--- src/hdl/assert_macros.svh ---
// Assertion macros used by the list engine top level.
`ifndef ASSERT_MACROS_SVH
`define ASSERT_MACROS_SVH

// Checked only while out of reset.
`define OALE_ASSERT(lbl, prop, msg) \
  lbl: assert property (@(posedge clk) disable iff (!rst_n) prop) else $error(msg);

// Checked at every edge, reset included.
`define OALE_ASSERT_ALWAYS(lbl, prop, msg) \
  lbl: assert property (@(posedge clk) prop) else $error(msg);

`endif

--- src/hdl/oale_pkg.sv ---
// Constants, codes and link types of the ordered array list engine.
package oale_pkg;

  localparam int CAPACITY   = 16;
  localparam int DATA_WIDTH = 32;
  localparam int CNT_W      = $clog2(CAPACITY + 1);
  localparam int IDX_W      = $clog2(CAPACITY);
  localparam int SLOT_W     = 5;
  localparam int CMP_W      = (CNT_W > SLOT_W) ? CNT_W : SLOT_W;

  typedef enum logic [1:0] {
    FN_INSERT = 2'd0,
    FN_DELETE = 2'd1,
    FN_LOCATE = 2'd2,
    FN_SORTED = 2'd3
  } func_t;

  typedef enum logic [1:0] {
    ST_OK        = 2'd0,
    ST_BAD_SLOT  = 2'd1,
    ST_FULL      = 2'd2,
    ST_NOT_FOUND = 2'd3
  } status_t;

  // Command broadcast to every cell.
  typedef struct packed {
    logic                         ins_en;
    logic                         del_en;
    logic                         srt_en;
    logic signed [DATA_WIDTH-1:0] word;
    logic [CMP_W-1:0]             slot;
    logic [CMP_W-1:0]             count;
  } cmd_t;

  // Upward locate scan carried from cell to cell.
  typedef struct packed {
    logic             seen;
    logic [IDX_W-1:0] found;
  } scan_t;

endpackage

--- src/hdl/oale_cell.sv ---
// One slot of the list: holds an entry, shifts it and joins the search chains.
module oale_cell (
  input  logic                                  clk,
  input  oale_pkg::cmd_t                        cmd,
  input  logic [oale_pkg::CMP_W-1:0]            idx,
  input  logic signed [oale_pkg::DATA_WIDTH-1:0] left_val,
  input  logic signed [oale_pkg::DATA_WIDTH-1:0] right_val,
  input  logic                                  left_le,
  input  logic                                  le_above_in,
  input  oale_pkg::scan_t                       scan_in,
  output logic signed [oale_pkg::DATA_WIDTH-1:0] val,
  output logic                                  le,
  output logic                                  le_above_out,
  output oale_pkg::scan_t                       scan_out
);
  import oale_pkg::*;

  logic signed [DATA_WIDTH-1:0] elem_r;
  logic signed [DATA_WIDTH-1:0] elem_nxt;
  logic                         live;
  logic                         match;
  logic                         hit;
  logic                         ins_shift;
  logic                         ins_take;
  logic                         del_shift;
  logic                         srt_shift;
  logic                         srt_take;
  logic [CMP_W-1:0]             idx_inc;

  assign live         = idx < cmd.count;
  assign le           = live && !(elem_r > cmd.word);
  assign le_above_out = le_above_in | le;
  assign match        = live && (elem_r == cmd.word);
  assign hit          = match && !scan_in.seen;

  always_comb begin
    scan_out.seen  = scan_in.seen | match;
    scan_out.found = hit ? idx[IDX_W-1:0] : scan_in.found;
  end

  assign idx_inc   = idx + CMP_W'(1);
  assign ins_shift = cmd.ins_en && (idx > cmd.slot) && (idx <= cmd.count);
  assign ins_take  = cmd.ins_en && (idx == cmd.slot);
  assign del_shift = cmd.del_en && (idx >= cmd.slot) && (idx_inc < cmd.count);
  // Sorted insert lands just above the last entry not greater than the word.
  assign srt_shift = cmd.srt_en && (idx != '0) && (idx <= cmd.count) &&
                     !(left_le | le_above_out);
  assign srt_take  = cmd.srt_en && !le_above_out && ((idx == '0) || left_le);

  always_comb begin
    elem_nxt = elem_r;
    if (ins_take || srt_take) begin
      elem_nxt = cmd.word;
    end else if (ins_shift || srt_shift) begin
      elem_nxt = left_val;
    end else if (del_shift) begin
      elem_nxt = right_val;
    end
  end

  always_ff @(posedge clk) begin
    elem_r <= elem_nxt;
  end

  assign val = elem_r;

endmodule

--- src/hdl/ordered_array_list_engine.sv ---
// Top level of the ordered array list engine: command decode, cell row, result register.
//
//  Channel | Ports                                  | Direction
//  --------+----------------------------------------+----------
//  in      | in_valid in_ready in_func in_value in_slot | into block
//  out     | out_valid out_ready out_status out_found_slot out_entries_now | out of block
//
// Each command completes at its transfer edge; the result is offered from the next cycle.
// A new command is taken each cycle while the result register is empty or being drained.
// The longest path is the compare chain through all CAPACITY cells.
// Synchronous reset empties the list; stored words are not cleared.
// A stalled result holds in_ready low until out_ready takes it.
module ordered_array_list_engine (
  input  logic                            clk,
  input  logic                            rst_n,
  input  logic                            in_valid,
  output logic                            in_ready,
  input  logic [1:0]                      in_func,
  input  logic signed [31:0]              in_value,
  input  logic [oale_pkg::SLOT_W-1:0]     in_slot,
  output logic                            out_valid,
  input  logic                            out_ready,
  output logic [1:0]                      out_status,
  output logic [3:0]                      out_found_slot,
  output logic [4:0]                      out_entries_now
);
  import oale_pkg::*;

  `include "assert_macros.svh"

  logic [CNT_W-1:0] count_r;
  logic [CNT_W-1:0] count_nxt;
  logic             out_valid_r;
  status_t          status_r;
  status_t          status_nxt;
  logic [3:0]       found_r;
  logic [3:0]       found_nxt;
  logic [4:0]       entries_r;

  logic             acc;
  func_t            func;
  logic [CMP_W-1:0] slot_c;
  logic [CMP_W-1:0] cnt_c;
  logic             full;
  cmd_t             cmd;

  logic signed [DATA_WIDTH-1:0] vals [CAPACITY];
  logic                         les [CAPACITY];
  logic                         le_above [CAPACITY+1];
  scan_t                        scan [CAPACITY+1];

  assign in_ready = !out_valid_r || out_ready;
  assign acc      = in_valid && in_ready;
  assign func     = func_t'(in_func);
  assign slot_c   = CMP_W'(in_slot);
  assign cnt_c    = CMP_W'(count_r);
  assign full     = count_r == CNT_W'(CAPACITY);

  always_comb begin
    cmd.ins_en = acc && (func == FN_INSERT) && !full && (slot_c <= cnt_c);
    cmd.del_en = acc && (func == FN_DELETE) && (slot_c < cnt_c);
    cmd.srt_en = acc && (func == FN_SORTED) && !full;
    cmd.word   = DATA_WIDTH'(in_value);
    cmd.slot   = slot_c;
    cmd.count  = cnt_c;
  end

  assign le_above[CAPACITY] = 1'b0;
  assign scan[0]            = '0;

  for (genvar g = 0; g < CAPACITY; g++) begin : g_cell
    logic signed [DATA_WIDTH-1:0] left_v;
    logic signed [DATA_WIDTH-1:0] right_v;
    logic                         left_l;

    if (g == 0) begin : g_first
      assign left_v = vals[g];
      assign left_l = 1'b0;
    end else begin : g_inner
      assign left_v = vals[g-1];
      assign left_l = les[g-1];
    end

    // The top cell never takes from above: its neighbour value is its own.
    if (g == CAPACITY - 1) begin : g_last
      assign right_v = vals[g];
    end else begin : g_lower
      assign right_v = vals[g+1];
    end

    oale_cell u_cell (
      .clk          (clk),
      .cmd          (cmd),
      .idx          (CMP_W'(g)),
      .left_val     (left_v),
      .right_val    (right_v),
      .left_le      (left_l),
      .le_above_in  (le_above[g+1]),
      .scan_in      (scan[g]),
      .val          (vals[g]),
      .le           (les[g]),
      .le_above_out (le_above[g]),
      .scan_out     (scan[g+1])
    );
  end

  always_comb begin
    status_nxt = ST_OK;
    found_nxt  = '0;
    count_nxt  = count_r;
    case (func)
      FN_INSERT: begin
        if (full) begin
          status_nxt = ST_FULL;
        end else if (slot_c > cnt_c) begin
          status_nxt = ST_BAD_SLOT;
        end else begin
          count_nxt = count_r + CNT_W'(1);
        end
      end
      FN_DELETE: begin
        if (slot_c >= cnt_c) begin
          status_nxt = ST_BAD_SLOT;
        end else begin
          count_nxt = count_r - CNT_W'(1);
        end
      end
      FN_LOCATE: begin
        if (scan[CAPACITY].seen) begin
          found_nxt = 4'(scan[CAPACITY].found);
        end else begin
          status_nxt = ST_NOT_FOUND;
        end
      end
      FN_SORTED: begin
        if (full) begin
          status_nxt = ST_FULL;
        end else begin
          count_nxt = count_r + CNT_W'(1);
        end
      end
      default: begin
        status_nxt = ST_OK;
      end
    endcase
  end

  always_ff @(posedge clk) begin
    if (!rst_n) begin
      count_r     <= '0;
      out_valid_r <= 1'b0;
    end else begin
      if (acc) begin
        count_r     <= count_nxt;
        out_valid_r <= 1'b1;
      end else if (out_ready) begin
        out_valid_r <= 1'b0;
      end
    end
    // Payload loads on every transfer in; no reset needed.
    if (acc) begin
      status_r  <= status_nxt;
      found_r   <= found_nxt;
      entries_r <= 5'(count_nxt);
    end
  end

  assign out_valid       = out_valid_r;
  assign out_status      = status_r;
  assign out_found_slot  = found_r;
  assign out_entries_now = entries_r;

  `OALE_ASSERT(a_count_bound, count_r <= CNT_W'(CAPACITY), "count beyond capacity")
  `OALE_ASSERT(a_result_follows, acc |=> out_valid_r, "transfer in without result")
  `OALE_ASSERT(a_full_means_cap, out_valid_r && status_r == ST_FULL |-> full,
               "full status with room left")
  `OALE_ASSERT(a_found_ok, out_valid_r && found_r != '0 |-> status_r == ST_OK,
               "found slot on failed command")
  `OALE_ASSERT_ALWAYS(a_reset_empty, !rst_n |=> (count_r == '0) && !out_valid_r,
                      "reset did not empty the list")

endmodule

--- config.mk ---
export PLATFORM = sky130hd
export DESIGN_NAME = ordered_array_list_engine
export DESIGN_NICKNAME = d
export VERILOG_FILES = /design/src/hdl/oale_pkg.sv /design/src/hdl/oale_cell.sv /design/src/hdl/ordered_array_list_engine.sv
export VERILOG_INCLUDE_DIRS = /design/src /design/src/hdl
export SDC_FILE = /design/constraint.sdc
export NUM_CORES = 2
export LEC_CHECK = 0
export ABC_AREA = 1
export BUFFER_PORTS_ARGS = -buffer_cell sky130_fd_sc_hd__buf_2
export CORE_MARGIN = 2
export CORE_UTILIZATION = 38
export CTS_CLUSTER_DIAMETER = 100
export DETAILED_ROUTE_END_ITERATION = 10
export PLACE_DENSITY_LB_ADDON = 0.1
export SKIP_LAST_GASP = 1
export SLEW_MARGIN = 5
export SYNTH_ARGS = -nofsm -noshare
export SYNTH_HDL_FRONTEND = slang
export SYNTH_SLANG_ARGS = --single-unit
--- constraint.sdc ---
create_clock -name clk -period 6.05 [get_ports clk]
set_input_delay 1.21 -clock clk [delete_from_list [all_inputs] [get_ports clk]]
set_output_delay 1.21 -clock clk [all_outputs]
set_load 0.01 [all_outputs]
==> impl_metrics.json <==
{
  "peakVddDrop_uv": 159,
  "grt_pass1_wl_um": 212000,
  "placed_area_sq_mm": 0.0448,
  "rsz0062_at_grt": "false",
  "gp_congestion": 0.896,
  "fillerInstances": 11300,
  "synthDistinctLibCells": 61,
  "max_cap_violations": 0,
  "ys_seq_elements": 529,
  "fin_crit_sh_pct": 83.3,
  "dp_hpwl_um": 110000,
  "startpoint_type": "input pin",
  "area_growth_pct": 11.3,
  "viasPerCell": 5.22,
  "design.die.area_sq_mm": 0.114,
  "tightest_slew_ps": 1100,
  "regArea_sq_mm": 0.0158,
  "maxSlewViolCount": 0,
  "dr.pass1.iters": 8,
  "stdcell_count": 7065,
  "hold_depth": 2,
  "drt_wl_total_um": 138000,
  "crit_path_end_kind": "flip-flop",
  "hold_viol": 0,
  "antenna_cells": 0,
  "timing.rr.start": "cnt_c[0]",
  "io_buffers": 55,
  "hold_slack_ps": 507,
  "setup_viol": 0,
  "path_clk_slew_ps": 50,
  "grt_pass1_vias": 35800,
  "cts_root_buf": "clkbuf_16",
  "die_w_um": 337,
  "core_area_sq_mm": 0.110,
  "cts_tree": "done",
  "die_y_um": 337,
  "final_core_util_pct": 42.5,
  "max_freq_mhz": 198,
  "cts_resized": 0,
  "antenna_found_initial": 1,
  "cts_max_path_buffers": 3,
  "busiest_layer": "met2",
  "reg2reg_slack_ps": 1320,
  "grt_use_met1_pct": 33.9,
  "post_cts_buffers": 0,
  "cp_max_fo": 33,
  "max_slew_margin_pct": 26.4,
  "avgSynthCellArea_sq_um": 7.70,
  "period_minus_slack_ps": 5040,
  "fin_nets": 6091,
  "use_met3_pct": 2.82,
  "synth_edf_count": 523,
  "grt-ovfl-total": 0,
  "dp_cells": 6942,
  "path_class": "in -> reg",
  "ys_async_sr_fraction_pct": 0,
  "grt_max_degree": 94,
  "crit_arrival_ps": 5360,
  "reg2reg_to": "g_cell[3].u_cell.val[3]",
  "powerDensity_mw_per_mm2": 210,
  "met2_usage_pct": 39.4,
  "synth_top_area_share_pct": 37.2,
  "r2r.worst_path.cells": 17,
  "hp-start": "out_valid",
  "drt_iter0_drc": 3077,
  "ys_seq_area_share_pct": 37.5,
  "remaining_drc_errors": 0,
  "holdPathEnd": "out_valid",
  "required_ps": 6370,
  "rows": 122,
  "initial_utilization_pct": 38.2,
  "synthTopCellsByArea": "edfxtp_1 (37%), ha_1 (15%), nand2_1 (14%)",
  "htreeDepth": 3,
  "worstSkewPairLatency_ps": 640,
  "syn_nets": 6041,
  "wl_per_cell_um": 19.5,
  "cts_buffers": 70,
  "synth_ff_type": "edfxtp_1",
  "synth_top_cell_by_area": "edfxtp_1",
  "ctsHoldBuffers": 0,
  "cts.sinks": 529,
  "yosysWarningCount": 0,
  "finish.instance_area_sq_mm": 0.0470,
  "route.vias.total": 36900,
  "hold_path.class": "reg -> reg",
  "grt_use_total_pct": 24.1,
  "status": "complete, no violations",
  "drive_above_1_share_pct": 7.28,
  "netlist_area_sq_mm": 0.0422,
  "finClkSkew_ps": 25.5,
  "pin_count": 56,
  "synthCells": 5476,
  "multi_input_area_sq_mm": 0.0228,
  "ant_nets": 0,
  "p_leak_nw": 22.0
}
==> state kept, by name (all words and copies together) (netlist names) <==
register	flops
out_entries_now	5
out_status	2
out_valid	1
cnt_c	5
out_found_slot	4
g_cell.u_cell.val	512
==> cells in the final DEF (no fill, tap or decap), types with 9 or more instances in the layout <==
cell type	instances
inv_1	624
o211ai_1	38
o21a_1	24
nand2_1	1572
o21bai_1	11
edfxtp_1	523
a21o_1	9
buf_2	55
clkbuf_1	17
inv_2	10
nand3_1	670
o22ai_1	66
nand4_1	56
clkbuf_16	74
buf_12	17
nand3b_1	65
ha_1	522
clkinv_1	16
nor3_1	28
o21ai_1	78
nand2_2	13
o21ai_2	11
nor2_1	288
o21ai_0	231
clkinv_2	11
a21oi_1	289
buf_4	169
==> synth_stat cells, types with 3 or more instances <==
master     number
a21o_1          9
a21oi_1       290
a31oi_1         3
and3_1          4
buf_1          11
buf_2         100
buf_4           8
buf_6          20
clkbuf_1      124
dfxtp_1         6
edfxtp_1      523
ha_1          522
inv_1         625
inv_2          10
nand2_1      1574
nand2_2        11
nand2_4         4
nand3_1       672
nand3b_1       65
nand4_1        56
nor2_1        288
nor2_2          4
nor2_4          3
nor3_1         29
nor3_2          4
nor4_1          7
o2111ai_1       4
o211ai_1       38
o21a_1         24
o21ai_0       232
o21ai_1        81
o21ai_2         8
o21bai_1       12
o221ai_1        3
o22ai_1        66
o311ai_0        4
==> worst max-delay path by stage <==
stage / cells after the start / endpoint / slack (ps) / from
floorplan: 7 / g_cell[7].u_cell.val[0] / -440 / in_slot[4]
detailed placement: 23 / g_cell[3].u_cell.val[6] / 390 / in_value[6]
finish: 23 / g_cell[3].u_cell.val[3] / 1010 / in_value[6]
CTS: 23 / g_cell[3].u_cell.val[16] / 1060 / in_value[6]
global placement: 23 / g_cell[3].u_cell.val[6] / 450 / in_value[6]
global route: 23 / g_cell[3].u_cell.val[16] / 700 / in_value[6]
==> per-stage QoR <==
stage	setup TNS [ps]	setup WS (ps)	power, mW
after floorplan	-42720	-445	5.23
after global placement	0	452	5.75
after detailed placement	0	394	5.77
after CTS	0	1060	9.96
after global routing	0	704	10.3
final	0	1010	9.84
==> per-layer routing <==
layer	part of all wire [%]	wire length (um)	vias to the layer above
met4	2.1	2860	0
li1	-	-	18700
met3	5.2	7100	124
met2	45	62500	855
met5	0	0	-
met1	47	65300	17200
==> where the power goes <==
group	internal (mW)	switching, mW
logic	0.459	1.06
registers	4.13	0.0598
clock network	2.40	1.74
total	6.98	2.86
==> critical path: stages <==
cell and delay, ps:
buf_2 320, inv_1 360, ha_1 400, nand2_1 60, nor2_1 300, nand2_1 100
nand2_1 130, nand2_1 70, nand2_1 70, nand2_1 120, nand3_1 100, nand3_1 80
nand2_1 120, inv_1 90, nor2_1 230, nand3_4 230, nor2_4 360, nand2_1 180
o21ai_2 110, nand2_1 110, buf_12 210, nand3_1 140, buf_12 220
==> cell type report <==
cell class	count	share of cell area, %
clock inverters	32	0.568
repair buffers	241	4.01
clock buffers	91	4.08
inverters	637	5.09
multi-input cells	4047	48.6
well taps	1488	3.96
flip-flops and latches	529	33.7
==> cell families (layout without fill, tap and decap cells) <==
logic type	Yosys count	count (layout)	share of synthesized area (%)
AOI/OAI and AO/OA	790	790	10.4
and+or+nand+nor	2732	2732	27.8
DFF	529	529	37.5
xor gates and xnor gates	3	3	0.0623
buffers and inverters	900	1001	8.73
adders and majority gates	522	522	15.5
(Power assumes the default switching activity.)
